File: config.mk
export PLATFORM = sky130hd
export DESIGN_NAME = code_comment_line_counter_core
export DESIGN_NICKNAME = d
export VERILOG_FILES = /design/src/ccl_pkg.sv /design/src/ccl_scan.sv /design/src/code_comment_line_counter_core.sv
export SDC_FILE = /design/constraint.sdc
export NUM_CORES = 1
export LEC_CHECK = 0
export BUFFER_PORTS_ARGS = -buffer_cell sky130_fd_sc_hd__buf_2
export CORE_UTILIZATION = 35
export CTS_CLUSTER_SIZE = 12
export DETAILED_ROUTE_END_ITERATION = 7
export SLEW_MARGIN = 20
export SYNTH_ARGS = -nofsm -noshare
export SYNTH_HDL_FRONTEND = slang
export SYNTH_SLANG_ARGS = --single-unit
File: constraint.sdc
create_clock -name clk -period 6.5 [get_ports clk]
set_input_delay 1.3 -clock clk [delete_from_list [all_inputs] [get_ports clk]]
set_output_delay 1.3 -clock clk [all_outputs]
set_load 0.005 [all_outputs]
File: src/ccl_pkg.sv
// Shared types and constants of the code/comment line counter.
// Used by ccl_scan and code_comment_line_counter_core.
package ccl_pkg;

  localparam int COUNT_BITS_DEF = 32;
  localparam int OUT_BITS       = 32;
  localparam logic [OUT_BITS-1:0] OUT_MAX = '1;

  localparam logic OP_DATA = 1'b0;
  localparam logic OP_EOF  = 1'b1;

  localparam logic [7:0] CH_SLASH   = 8'h2F;
  localparam logic [7:0] CH_STAR    = 8'h2A;
  localparam logic [7:0] CH_NEWLINE = 8'h0A;
  localparam logic [7:0] CH_TAB     = 8'h09;
  localparam logic [7:0] CH_SPACE   = 8'h20;

  typedef enum logic [2:0] {
    ST_LINE_START  = 3'd0,
    ST_CODE        = 3'd1,
    ST_SLASH       = 3'd2,
    ST_LINE_CMT    = 3'd3,
    ST_BLOCK       = 3'd4,
    ST_STAR        = 3'd5,
    ST_AFTER_END   = 3'd6,
    ST_AFTER_SLASH = 3'd7
  } scan_state_t;

  // One item as presented to the scanner.
  typedef struct packed {
    logic       take;
    logic       op;
    logic [7:0] ch;
  } ccl_item_t;

  // Line events raised by the scanner for the item it takes.
  typedef struct packed {
    logic code_line;
    logic cmt_line;
  } ccl_evt_t;

endpackage

File: src/ccl_scan.sv
// Line scanner: eight-state comment recognizer that flags finished lines.
// Depends on ccl_pkg.
module ccl_scan
  import ccl_pkg::*;
(
  input  logic      clk,
  input  logic      rst_n,
  input  ccl_item_t item,
  output ccl_evt_t  evt
);

  scan_state_t state_r, state_nxt;
  logic        nl;
  logic        blank;

  assign nl    = (item.ch == CH_NEWLINE);
  assign blank = nl || (item.ch == CH_SPACE) || (item.ch == CH_TAB);

  always_ff @(posedge clk) begin
    if (!rst_n) begin
      state_r <= ST_LINE_START;
    end else begin
      state_r <= state_nxt;
    end
  end

  // Next state
  always_comb begin
    state_nxt = state_r;
    if (item.take) begin
      if (item.op == OP_EOF) begin
        state_nxt = ST_LINE_START;
      end else begin
        unique case (state_r)
          ST_LINE_START: begin
            if (blank)                      state_nxt = ST_LINE_START;
            else if (item.ch == CH_SLASH)   state_nxt = ST_SLASH;
            else                            state_nxt = ST_CODE;
          end
          ST_CODE: begin
            if (nl) state_nxt = ST_LINE_START;
          end
          ST_SLASH: begin
            if (nl)                         state_nxt = ST_LINE_START;
            else if (item.ch == CH_SLASH)   state_nxt = ST_LINE_CMT;
            else if (item.ch == CH_STAR)    state_nxt = ST_BLOCK;
            else                            state_nxt = ST_CODE;
          end
          ST_LINE_CMT: begin
            if (nl) state_nxt = ST_LINE_START;
          end
          ST_BLOCK: begin
            if (!nl && item.ch == CH_STAR) state_nxt = ST_STAR;
          end
          ST_STAR: begin
            if (nl)                         state_nxt = ST_BLOCK;
            else if (item.ch == CH_SLASH)   state_nxt = ST_AFTER_END;
            else if (item.ch == CH_STAR)    state_nxt = ST_STAR;
            else                            state_nxt = ST_BLOCK;
          end
          ST_AFTER_END: begin
            if (nl)                         state_nxt = ST_LINE_START;
            else if (item.ch == CH_SLASH)   state_nxt = ST_AFTER_SLASH;
          end
          ST_AFTER_SLASH: begin
            if (nl)                         state_nxt = ST_LINE_START;
            else if (item.ch == CH_STAR)    state_nxt = ST_BLOCK;
          end
          default: state_nxt = ST_LINE_START;
        endcase
      end
    end
  end

  // Line events: newline closes a line, end of file closes a pending one
  always_comb begin
    evt = '0;
    if (item.take) begin
      if (item.op == OP_EOF) begin
        evt.code_line = (state_r == ST_CODE) || (state_r == ST_SLASH);
        evt.cmt_line  = (state_r != ST_CODE) && (state_r != ST_SLASH) &&
                        (state_r != ST_LINE_START);
      end else if (nl) begin
        evt.code_line = (state_r == ST_CODE) || (state_r == ST_SLASH);
        evt.cmt_line  = (state_r != ST_CODE) && (state_r != ST_SLASH) &&
                        (state_r != ST_LINE_START);
      end
    end
  end

  a_evt_exclusive: assert property (@(posedge clk) disable iff (!rst_n)
    !(evt.code_line && evt.cmt_line))
    else $error("code and comment line flagged together");

  a_eof_restarts: assert property (@(posedge clk) disable iff (!rst_n)
    (item.take && item.op == OP_EOF) |=> (state_r == ST_LINE_START))
    else $error("scanner not back at line start after end of file");

  a_no_event_idle: assert property (@(posedge clk) disable iff (!rst_n)
    !item.take |-> (evt == '0))
    else $error("line event without an item");

endmodule

File: src/code_comment_line_counter_core.sv
// Top level of the code/comment line counter: input register, scanner,
// saturating counters and result register.
// Depends on ccl_pkg and ccl_scan.
//
//   channel | ports                                   | direction
//   --------+-----------------------------------------+----------
//   in      | in_valid, in_ready, in_op, in_ch        | input
//   out     | out_valid, out_ready, out_code_lines,   | output
//           | out_comment_lines, out_total_lines      |
//
// One item per cycle while in_ready is high. An item is registered in the input
// register, then scanned; an end-of-file item is scanned only once the result
// register is free or being taken, and then loads the result register and
// raises out_valid.
// Reset puts the scanner at line start with both counters at zero.
// in_ready drops only while the input register holds an end-of-file item and
// the result register still holds a result not yet taken.
module code_comment_line_counter_core
  import ccl_pkg::*;
#(
  parameter int COUNT_BITS = COUNT_BITS_DEF
) (
  input  logic                clk,
  input  logic                rst_n,
  input  logic                in_valid,
  output logic                in_ready,
  input  logic                in_op,
  input  logic [7:0]          in_ch,
  output logic                out_valid,
  input  logic                out_ready,
  output logic [OUT_BITS-1:0] out_code_lines,
  output logic [OUT_BITS-1:0] out_comment_lines,
  output logic [OUT_BITS-1:0] out_total_lines
);

  localparam int WIDE_BITS = (COUNT_BITS > OUT_BITS) ? COUNT_BITS : OUT_BITS;

  logic                  s0_valid_r, s0_valid_nxt;
  logic                  s0_op_r;
  logic [7:0]            s0_ch_r;
  logic                  adv;
  logic                  take;
  logic                  in_take;
  ccl_item_t             item;
  ccl_evt_t              evt;

  logic [COUNT_BITS-1:0] code_r, code_nxt, code_upd;
  logic [COUNT_BITS-1:0] cmt_r, cmt_nxt, cmt_upd;
  logic [COUNT_BITS:0]   sum;
  logic [COUNT_BITS-1:0] total;
  logic [WIDE_BITS-1:0]  code_w, cmt_w, total_w;

  logic                  out_valid_r, out_valid_nxt;
  logic [OUT_BITS-1:0]   out_code_r, out_cmt_r, out_total_r;

  // Input register advances unless an end-of-file item waits for the result slot
  assign adv      = (s0_op_r != OP_EOF) || !out_valid_r || out_ready;
  assign take     = s0_valid_r && adv;
  assign in_ready = !s0_valid_r || adv;
  assign in_take  = in_valid && in_ready;

  assign s0_valid_nxt = in_take ? 1'b1 : (take ? 1'b0 : s0_valid_r);

  always_ff @(posedge clk) begin
    if (!rst_n) begin
      s0_valid_r <= 1'b0;
    end else begin
      s0_valid_r <= s0_valid_nxt;
    end
  end

  always_ff @(posedge clk) begin
    if (in_take) begin
      s0_op_r <= in_op;
      s0_ch_r <= in_ch;
    end
  end

  assign item.take = take;
  assign item.op   = s0_op_r;
  assign item.ch   = s0_ch_r;

  ccl_scan u_scan (
    .clk   (clk),
    .rst_n (rst_n),
    .item  (item),
    .evt   (evt)
  );

  // Saturating increments
  assign code_upd = (evt.code_line && code_r != '1) ? code_r + COUNT_BITS'(1) : code_r;
  assign cmt_upd  = (evt.cmt_line && cmt_r != '1) ? cmt_r + COUNT_BITS'(1) : cmt_r;

  assign sum   = {1'b0, code_upd} + {1'b0, cmt_upd};
  assign total = sum[COUNT_BITS] ? '1 : sum[COUNT_BITS-1:0];

  // Widen to the larger of the counter and result widths before clamping to the result width
  assign code_w  = WIDE_BITS'(code_upd);
  assign cmt_w   = WIDE_BITS'(cmt_upd);
  assign total_w = WIDE_BITS'(total);

  // End of file hands the counts over and clears them for the next file
  always_comb begin
    code_nxt = code_upd;
    cmt_nxt  = cmt_upd;
    if (take && s0_op_r == OP_EOF) begin
      code_nxt = '0;
      cmt_nxt  = '0;
    end
  end

  always_ff @(posedge clk) begin
    if (!rst_n) begin
      code_r <= '0;
      cmt_r  <= '0;
    end else begin
      code_r <= code_nxt;
      cmt_r  <= cmt_nxt;
    end
  end

  assign out_valid_nxt = (take && s0_op_r == OP_EOF) ? 1'b1 :
                         (out_ready ? 1'b0 : out_valid_r);

  always_ff @(posedge clk) begin
    if (!rst_n) begin
      out_valid_r <= 1'b0;
    end else begin
      out_valid_r <= out_valid_nxt;
    end
  end

  always_ff @(posedge clk) begin
    if (take && s0_op_r == OP_EOF) begin
      out_code_r  <= (code_w > WIDE_BITS'(OUT_MAX)) ? OUT_MAX : code_w[OUT_BITS-1:0];
      out_cmt_r   <= (cmt_w > WIDE_BITS'(OUT_MAX)) ? OUT_MAX : cmt_w[OUT_BITS-1:0];
      out_total_r <= (total_w > WIDE_BITS'(OUT_MAX)) ? OUT_MAX : total_w[OUT_BITS-1:0];
    end
  end

  assign out_valid         = out_valid_r;
  assign out_code_lines    = out_code_r;
  assign out_comment_lines = out_cmt_r;
  assign out_total_lines   = out_total_r;

  a_counts_cleared: assert property (@(posedge clk) disable iff (!rst_n)
    (take && s0_op_r == OP_EOF) |=> (code_r == '0 && cmt_r == '0))
    else $error("counters not cleared after end of file");

  a_result_from_eof: assert property (@(posedge clk) disable iff (!rst_n)
    $rose(out_valid_r) |-> $past(take && s0_op_r == OP_EOF))
    else $error("result raised without an end-of-file item");

  a_total_covers: assert property (@(posedge clk) disable iff (!rst_n)
    out_valid_r |-> (out_total_r >= out_code_r && out_total_r >= out_cmt_r))
    else $error("total below one of its parts");

endmodule

==> flow_metrics.env, run 1 <==
export IMPL_cts_hold_buf=0
export IMPL_ant_nets=0
export IMPL_cts_setup_buffers=0
export IMPL_cts_path_max_buffers=2
export IMPL_p_leak_nw=4.15
export IMPL_critical_path_max_fanout=31
export IMPL_multi_input_area_um2=4270
export IMPL_irDropWorstVdd_mv=0.119
export IMPL_met1_length_um=11000
export IMPL_worst_ep_arrival_time_ps=5880
export IMPL_period_share_pct=87.7
export IMPL_cap_violations=0
export IMPL_final_fill_count=2416
export IMPL_grt_antenna_before_repair=0
export IMPL_hold_path_class="reg -> reg"
export IMPL_top_layer="met4"
export IMPL_grt_overflow=0
export IMPL_synth_area_um2=9000
export IMPL_cts_resized=0
export IMPL_powerDensity_nw_per_um2=218
export IMPL_cts_tree="done"
export IMPL_antenna_cells=0
export IMPL_layout_drive_gt1_share_pct=21.2
export IMPL_whs_ps=561
export IMPL_vias=6599
export IMPL_via_per_inst=5.10
export IMPL_clkTransAtPathRegs_ps=70
export IMPL_wl_met3_um=910
export IMPL_port_buffers=110
export IMPL_period_minus_slack_ps=5700
export IMPL_drtIter0Drc=403
export IMPL_dieArea_um2=26400
export IMPL_wirelength_um=22100
export IMPL_postSynthNetCount=883
export IMPL_ys_seq_elements=174
export IMPL_yosysWarnings=0
export IMPL_synth_edf_count=105
export IMPL_pin_count=111
export IMPL_cts_max_level=4
export IMPL_wl_met2_um=9850
export IMPL_path_cells="buf_2 > nand3b_1 > nand4b_1 > nor2_1 > nand2_1 > nor2_1 > nand2_1 > xnor2_1 > ha_1 > a2111oi_0 > a211o_1 > a21boi_0 > o22ai_2 > a211oi_2 > nor3b_2 > o31ai_4 > a311oi_4 > buf_12 > a21bo_1"
export IMPL_clock_root_buffer="clkbuf_16"
export IMPL_setup_tns_ps=0
export IMPL_die_h_um=162
export IMPL_first_global_vias=6107
export IMPL_slew_headroom_pct=35.6
export IMPL_regArea_um2=4530
export IMPL_rsz0062_at_grt="no"
export IMPL_worstSkewPairLatency_ps=430
export IMPL_numCtsBuffers=17
export IMPL_layout_nets=999
export IMPL_setup_viol=0
export IMPL_drt_pass1_iterations=5
export IMPL_slew_viol_final=0
export IMPL_fmax_mhz=175
export IMPL_syn_inst=836
export IMPL_worstSetupStartpointType="input pin"
export IMPL_grt_pass1_wl_um=33900
export IMPL_max_stage_delay_ps=570
export IMPL_mostFrequentLayoutCell="buf_2"
export IMPL_synthToLayoutAreaGrowth_pct=17.1
export IMPL_fp_row_count=58
export IMPL_slowest_stage="a2111oi_0"
export IMPL_critPathKind="in -> reg"
export IMPL_cts_sinks=174
export IMPL_core_area_um2=25200
export IMPL_hpwl_um=16200
export IMPL_crit_path_end_kind="flop"
export IMPL_place_congestion=0.868
export IMPL_status="completed"
export IMPL_synthDistinctLibCells=86
export IMPL_synth_avg_cell_area_um2=10.8
export IMPL_final_cell_mix="110 x buf_2, 105 x edfxtp_1, 69 x dfxtp_1, 62 x nand2_1, 60 x nor2b_1"
export IMPL_grt_usage_pct=16.8
export IMPL_grt_max_degree=60
export IMPL_die_w_um=162
export IMPL_seq_area_frac_synth_pct=50.4
export IMPL_skew_ps=12.2
export IMPL_worst_slew_pin_slew_ps=967
export IMPL_ys_flop_type="edfxtp_1"
export IMPL_drc_errors=0
export IMPL_synthArstFlopShare_pct=0
export IMPL_worstPathRequired_ps=6680
export IMPL_initial_core_util_pct=35.8
export IMPL_wire_per_inst_um=17.0
export IMPL_finalHoldViolations=0
[flip-flops by register name, indices dropped and copies added, names as in the netlist]
| signal | flops |
|---|---|
| cmt_r | 32 |
| code_r | 32 |
| out_code_lines | 32 |
| out_comment_lines | 32 |
| out_total_lines | 32 |
| s0_ch_r | 8 |
| u_scan.state_r | 3 |
| out_valid | 1 |
| s0_op_r | 1 |
| s0_valid_r | 1 |
[logic make-up after synthesis]
group                    count (synthesis)  synth area share, %
AO/OA/AOI/OAI                          128                 10.4
XOR/XNOR                                84                 8.42
adder cells (fa/ha/maj)                 34                 4.81
buffers and inverters                   49                 2.29
flip-flops                             174                 50.4
multiplexers                             9                 1.03
AND/OR/NAND/NOR                        358                 22.7
[per-layer routing]
| layer | vias to the layer above | GRT usage [%] |
|---|---|---|
| met5 | - | 0 |
| met4 | 0 | 5.10 |
| met3 | 16 | 2.90 |
| met2 | 161 | 25.8 |
| met1 | 3138 | 24.1 |
| li1 | 3284 | - |
[cell type report]
class / count / share of cell area, %
Clock inverter: 13 / 1.47
Sequential cell: 174 / 43.0
Inverter: 24 / 0.866
Clock buffer: 19 / 4.11
Timing Repair Buffer: 122 / 6.19
Multi-Input combinational cell: 613 / 40.4
Tap cell: 330 / 3.92
[where the power goes]
part / internal, mW / leakage [nW] / switching, mW
Combinational: 0.0224 / 2.45 / 0.0375
Clock: 0.576 / 0.277 / 0.457
Sequential: 1.19 / 1.43 / 0.0134
Total: 1.79 / 4.15 / 0.508
[worst max-delay path, delay by kind of cell]
kind,cells,cell delay (ps)
AO/OA/AOI/OAI,8,1950
XOR/XNOR,1,250
adder cells (fa/ha/maj),1,320
buffers and inverters,2,330
AND/OR/NAND/NOR,7,1710
[worst paths after layout]
kind	slack (ps)	from	cells after the start	to
worst min-delay path	560	s0_valid_r$_SDFFE_PN0P_	2	out_valid$_SDFFE_PN0P_
worst max-delay path	800	out_ready	19	out_total_lines[25]$_DFFE_PP_
worst max register to register	950	s0_ch_r[5]$_DFFE_PP_	18	out_total_lines[25]$_DFFE_PP_
worst min register to register	560	s0_valid_r$_SDFFE_PN0P_	2	out_valid$_SDFFE_PN0P_
[synthesized netlist by cell type, types with 3 or more instances]
cell	n	area (um^2)
a21o_1	11	82.6
xor2_1	36	315
or2_2	6	37.5
nor2b_1	60	375
nor2_1	56	210
nand4b_1	3	26.3
nand2_1	63	236
a31oi_1	6	37.5
xnor2_1	46	403
nor3_2	3	30.0
nor4_1	4	25.0
o21ai_0	22	110
edfxtp_1	105	3150
nor3b_1	4	30.0
and4_1	10	87.6
and2_1	9	56.3
nand3b_1	6	45.0
nor3_1	14	70.1
a211oi_1	6	45.0
a21boi_0	5	37.5
a2111oi_0	3	26.3
and3_1	14	87.6
nor3b_2	3	37.5
inv_1	24	90.1
a21oi_1	35	175
nand4_1	28	175
dfxtp_1	69	1380
o21a_1	3	22.5
or3_1	3	18.8
nand3_1	37	185
ha_1	33	413
o22ai_1	4	25.0
nand2_2	10	62.6
mux2i_1	7	70.1
buf_2	5	25.0
nand2b_1	9	56.3
clkbuf_1	16	60.1
[metrics by stage]
| step | worst slack (ps) | power, mW | utilization (%) | instance area, um^2 | std cells |
|---|---|---|---|---|---|
| 6_report | 800 | 2.30 | 41.9 | 10500 | 1295 |
| 3_5_place_dp | 367 | 1.29 | 39.5 | 9960 | 1263 |
| 2_1_floorplan | 1280 | 1.25 | - | 9000 | 836 |
| 5_1_grt | 341 | 2.37 | 41.9 | 10500 | 1295 |
| 4_1_cts | 816 | 2.32 | 41.9 | 10500 | 1295 |
| 3_3_place_gp | 497 | 1.29 | 39.5 | 9960 | 1263 |
Power figures use the tool's default switching activity.
==> run 2, diff against run 1 <==
REMOVE_ABC_BUFFERS = 1   (was default)
==> flow_metrics.env, run 2 (same netlist as run 1, synthesis figures left out) <==
export IMPL_place_area_um2=9950
export IMPL_setup_tns_ps=0
export IMPL_fp_row_count=58
export IMPL_setup_viol=0
export IMPL_final_cell_mix="110 x buf_2, 105 x edfxtp_1, 69 x dfxtp_1, 62 x nand2_1, 60 x nor2b_1"
export IMPL_wire_per_inst_um=16.4
export IMPL_ant_nets=0
export IMPL_rsz0062_at_grt="no"
export IMPL_cts_tree="done"
export IMPL_slew_viol_final=0
export IMPL_wirelength_um=21300
export IMPL_die_w_um=162
export IMPL_p_leak_nw=4.17
export IMPL_skew_ps=14.9
export IMPL_pre_cts_slack_ps=302
export IMPL_first_global_vias=6176
export IMPL_cts_sinks=174
export IMPL_grt_antenna_before_repair=0
export IMPL_grt_overflow=0
export IMPL_period_share_pct=89.4
export IMPL_cts_max_level=4
export IMPL_drtIter0Drc=464
export IMPL_mostFrequentLayoutCell="buf_2"
export IMPL_dieArea_um2=26400
export IMPL_synthToLayoutAreaGrowth_pct=17.3
export IMPL_initial_core_util_pct=35.8
export IMPL_status="completed"
export IMPL_final_cells=1296
export IMPL_dp_cells=1264
export IMPL_slew_headroom_pct=50.0
export IMPL_grt_pass1_wl_um=33200
export IMPL_finalInstanceArea_um2=10600
export IMPL_r2r_slack_ps=890
export IMPL_antenna_cells=0
export IMPL_hold_path_class="reg -> reg"
export IMPL_grt_max_degree=56
export IMPL_cts_hold_buf=0
export IMPL_critPathKind="in -> reg"
export IMPL_via_per_inst=5.06
export IMPL_finalHoldViolations=0
export IMPL_crit_path_end_kind="flop"
export IMPL_numCtsBuffers=17
export IMPL_worstSkewPairLatency_ps=440
export IMPL_cts_path_max_buffers=2
export IMPL_worst_ep_arrival_time_ps=6000
export IMPL_worst_slew_pin_slew_ps=751
export IMPL_port_buffers=110
export IMPL_cap_violations=0
export IMPL_setup_ws_ps=690
export IMPL_clkTransAtPathRegs_ps=70
export IMPL_clock_root_buffer="clkbuf_16"
export IMPL_place_congestion=0.861
export IMPL_design_power_total_mw=2.31
export IMPL_period_minus_slack_ps=5810
export IMPL_irDropWorstVdd_mv=0.138
export IMPL_fmax_mhz=172
export IMPL_cts_resized=0
export IMPL_critical_path_max_fanout=23
export IMPL_layout_drive_gt1_share_pct=21.5
export IMPL_powerDensity_nw_per_um2=219
export IMPL_drc_errors=0
export IMPL_layout_nets=1000
export IMPL_worstSetupStartpointType="input pin"
export IMPL_pin_count=111
export IMPL_core_area_um2=25200
export IMPL_grt_usage_pct=16.4
export IMPL_vias=6559
export IMPL_whs_ps=568
export IMPL_die_h_um=162
export IMPL_hpwl_um=16100
export IMPL_drt_pass1_iterations=5
export IMPL_final_core_util_pct=41.9
export IMPL_cts_setup_buffers=0
export IMPL_worstPathRequired_ps=6690
==> run 2: cell types whose count changed in the layout (fill, tap and decap cells not counted), sizes merged <==
cell      before  now
clkinv         5    4
bufinv         2    1
buf          122  123
clkbuf        19   18
inv           27   31
clkinvlp       3    2
==> run 2: final cells by class <==
class,count,area [um^2]
timing repair buffer,123,648
clock buffer,18,439
tap,330,413
multi-input combinational,613,4270
inverter,24,92.6
fill,2380,14600
clock inverter,14,169
sequential,174,4530
==> run 2: worst paths after layout <==
check / start / end / depth (start not counted)
worst max-delay path: out_ready / out_total_lines[25]$_DFFE_PP_ / 19
worst min-delay path: out_valid$_SDFFE_PN0P_ / out_valid$_SDFFE_PN0P_ / 2
worst max register to register: s0_ch_r[5]$_DFFE_PP_ / out_total_lines[25]$_DFFE_PP_ / 18
worst min register to register: out_valid$_SDFFE_PN0P_ / out_valid$_SDFFE_PN0P_ / 2
==> run 2: critical path, stage by stage <==
cell	delay, ps
buf_2	80
nand3b_1	170
nand4b_1	190
nor2_1	290
nand2_1	190
nor2_1	400
nand2_1	130
xnor2_1	250
ha_1	320
a2111oi_0	580
a211o_1	260
a21boi_0	110
o22ai_2	220
a211oi_2	130
nor3b_2	320
o31ai_4	140
a311oi_4	320
buf_4	350
a21bo_1	250
==> run 2: routing by layer <==
metal,up-vias,part of all wire (%),track usage [%]
met2,140,48,26.8
met5,-,0,0
met1,3133,47,22.1
met3,15,4.2,3.11
li1,3271,-,-
met4,0,0.96,4.59
==> run 2: where the power goes <==
group / total [mW] / switching (mW) / internal (mW) / leakage (nW)
registers: 1.20 / 0.0127 / 1.19 / 1.43
clock network: 1.05 / 0.486 / 0.561 / 0.292
logic: 0.0599 / 0.0374 / 0.0225 / 2.45
total: 2.31 / 0.536 / 1.77 / 4.17
==> run 3, diff against run 2 <==
ABC_AREA = 1   (was default)
clock period = 5.1 ns   (was 6.5 ns; I/O delays follow)
==> flow_metrics.env, run 3 <==
export IMPL_synth_area_leaders="edfxtp_1 32%, dfxtp_1 14%, nand2_1 11%"
export IMPL_period_share_pct=89.8
export IMPL_rsz0062_at_grt="no"
export IMPL_period_minus_slack_ps=4580
export IMPL_holdPathStages=2
export IMPL_grt_antenna_before_repair=0
export IMPL_drtIter0Drc=554
export IMPL_yosys_top_cells_count="290 x nand2_1, 168 x nor2_1, 164 x inv_1"
export IMPL_worst_ep_arrival_time_ps=4750
export IMPL_grt_usage_pct=17.9
export IMPL_slowest_stage="ha_1"
export IMPL_switching_share_pct=23.0
export IMPL_dieArea_um2=28700
export IMPL_skew_ps=9.42
export IMPL_path_cells="buf_2 > nor2_1 > nor2_2 > nand2_1 > nor2_4 > nand2_4 > nor3_1 > nand3_1 > nor2_2 > nand2_1 > nor2_1 > nand4_1 > xor2_1 > inv_1 > ha_1 > a21oi_1 > o21ai_0 > a21oi_1 > o221ai_1 > a21oi_4 > buf_12 > o21ai_0"
export IMPL_cts_path_max_buffers=2
export IMPL_p_leak_nw=5.33
export IMPL_synth_area_um2=9820
export IMPL_layout_drive_gt1_share_pct=17.5
export IMPL_rr_worst_depth=22
export IMPL_critPathKind="in -> reg"
export IMPL_grt_pass1_wl_um=39800
export IMPL_synthToLayoutAreaGrowth_pct=16.3
export IMPL_antenna_cells=0
export IMPL_r2r_slack_ps=590
export IMPL_core_area_um2=27300
export IMPL_yosysTopAreaCell="edfxtp_1"
export IMPL_cts_hold_buf=0
export IMPL_wire_per_inst_um=14.6
export IMPL_port_buffers=110
export IMPL_r2r_end="out_total_lines[10]$_DFFE_PP_"
export IMPL_cts_max_level=4
export IMPL_final_cell_mix="289 x nand2_1, 168 x nor2_1, 163 x inv_1, 110 x buf_2, 105 x edfxtp_1"
export IMPL_layout_nets=1377
export IMPL_vias=8148
export IMPL_grt_max_degree=42
export IMPL_whs_ps=505
export IMPL_ys_flop_type="edfxtp_1"
export IMPL_r2r_start="s0_op_r$_DFFE_PP_"
export IMPL_hold_start="u_scan.state_r[1]$_SDFFE_PN0P_"
export IMPL_synth_edf_count=105
export IMPL_die_h_um=169
export IMPL_wl_met2_um=11800
export IMPL_yosysWarnings=0
export IMPL_drt_pass1_iterations=7
export IMPL_critPathBufInv=3
export IMPL_hold_path_end="u_scan.state_r[1]$_SDFFE_PN0P_"
export IMPL_p_int_mw=2.22
export IMPL_worstSetupStartpointType="input pin"
export IMPL_synth_most_common_cell="nand2_1"
export IMPL_power_frac_seq_pct=52.4
export IMPL_pin_count=111
export IMPL_pwr_share_clk_pct=45.1
export IMPL_power_frac_comb_pct=2.5
export IMPL_ant_nets=0
export IMPL_cts_setup_buffers=0
export IMPL_place_area_um2=10800
export IMPL_met1_length_um=11700
export IMPL_synth_avg_cell_area_um2=8.16
export IMPL_crit_path_end_kind="flop"
export IMPL_worst_slew_pin_slew_ps=720
export IMPL_powerDensity_nw_per_um2=252
export IMPL_cts_resized=0
export IMPL_cts_sinks=174
export IMPL_syn_inst=1203
export IMPL_setup_viol=0
export IMPL_ys_seq_elements=174
export IMPL_first_global_vias=7922
export IMPL_hold_path_class="reg -> reg"
export IMPL_setup_tns_ps=0
export IMPL_irDropWorstVdd_mv=0.192
export IMPL_wirelength_um=25100
export IMPL_clock_root_buffer="clkbuf_16"
export IMPL_fp_row_count=60
export IMPL_place_congestion=0.882
export IMPL_wl_met3_um=1060
export IMPL_finalInstanceArea_um2=11400
export IMPL_seq_area_frac_synth_pct=46.2
export IMPL_cp_top_family="simple AND/OR/NAND/NOR gates"
export IMPL_via_per_inst=4.75
export IMPL_hpwl_um=19900
export IMPL_worstSkewPairLatency_ps=430
export IMPL_synthDistinctLibCells=49
export IMPL_synth_top_area_share_pct=32.1
export IMPL_finalHoldViolations=0
export IMPL_slew_headroom_pct=51.5
export IMPL_die_w_um=169
export IMPL_drc_errors=0
export IMPL_fmax_mhz=218
export IMPL_numCtsBuffers=17
export IMPL_top_layer="met4"
export IMPL_grt_overflow=0
export IMPL_mostFrequentLayoutCell="nand2_1"
export IMPL_status="completed"
export IMPL_critical_path_max_fanout=32
export IMPL_clkTransAtPathRegs_ps=70
export IMPL_cap_violations=0
export IMPL_worstPathRequired_ps=5270
export IMPL_cts_tree="done"
export IMPL_p_sw_mw=0.663
export IMPL_slew_viol_final=0
export IMPL_max_stage_delay_ps=370
export IMPL_synthArstFlopShare_pct=0
export IMPL_initial_core_util_pct=36.0
## run 3: per-stage QoR
step / setup slack [ps] / std cells / utilization, % / total power, mW
2_1_floorplan: 224 / 1186 / - / 1.58
3_3_place_gp: 96.4 / 1683 / 39.8 / 1.62
3_5_place_dp: 105 / 1683 / 39.8 / 1.62
4_1_cts: 565 / 1715 / 41.9 / 2.92
5_1_grt: 180 / 1715 / 41.9 / 2.98
6_report: 519 / 1715 / 41.9 / 2.88
## run 3: power groups by stage
stage	Clock [mW]	Sequential [mW]	Combinational, mW
2_1_floorplan	0	1.54	0.0364
5_1_grt	1.39	1.51	0.0805
3_5_place_dp	0	1.54	0.0734
4_1_cts	1.34	1.51	0.0735
6_report	1.30	1.51	0.0720
3_3_place_gp	0	1.54	0.0724
## run 3: kinds of logic after synthesis
group           count (synthesis)  synth area share [%]
compound gates                 97                  5.93
buf+inv                       184                  7.61
flops                         174                  46.2
xor+xnor                       59                  5.26
simple gates                  655                  30.6
fa+ha+maj                      34                  4.41
## run 3: worst max path at each step
| stage | cells after the start | endpoint | startpoint | slack, ps |
|---|---|---|---|---|
| 3_3_place_gp | 22 | out_total_lines[10]$_DFFE_PP_ | out_ready | 100 |
| 6_report | 22 | out_total_lines[10]$_DFFE_PP_ | out_ready | 520 |
| 5_1_grt | 22 | out_total_lines[10]$_DFFE_PP_ | out_ready | 180 |
| 2_1_floorplan | 23 | out_total_lines[10]$_DFFE_PP_ | out_ready | 220 |
| 4_1_cts | 22 | out_total_lines[10]$_DFFE_PP_ | out_ready | 570 |
| 3_5_place_dp | 22 | out_total_lines[10]$_DFFE_PP_ | out_ready | 110 |
## run 3: routing by layer
metal	vias to the layer above	GRT usage (%)
li1	4196	-
met1	3739	23.5
met2	186	30.3
met3	27	2.80
met4	0	5.72
met5	-	0
## run 3: worst min-delay path, delay by kind of cell, from the launching register on
| kind | cells | cell delay, ps |
|---|---|---|
| DFF | 1 | 330 |
| and+or+nand+nor | 1 | 70 |
| AOI/OAI and AO/OA | 1 | 60 |
## run 3: final cells by class
class | count | area (um^2)
flip-flops and latches | 174 | 4530
clock inverters | 15 | 153
clock buffers | 17 | 425
inverters | 167 | 628
fillers | 2761 | 15800
well taps | 372 | 465
multi-input cells | 845 | 4540
repair buffers | 125 | 676
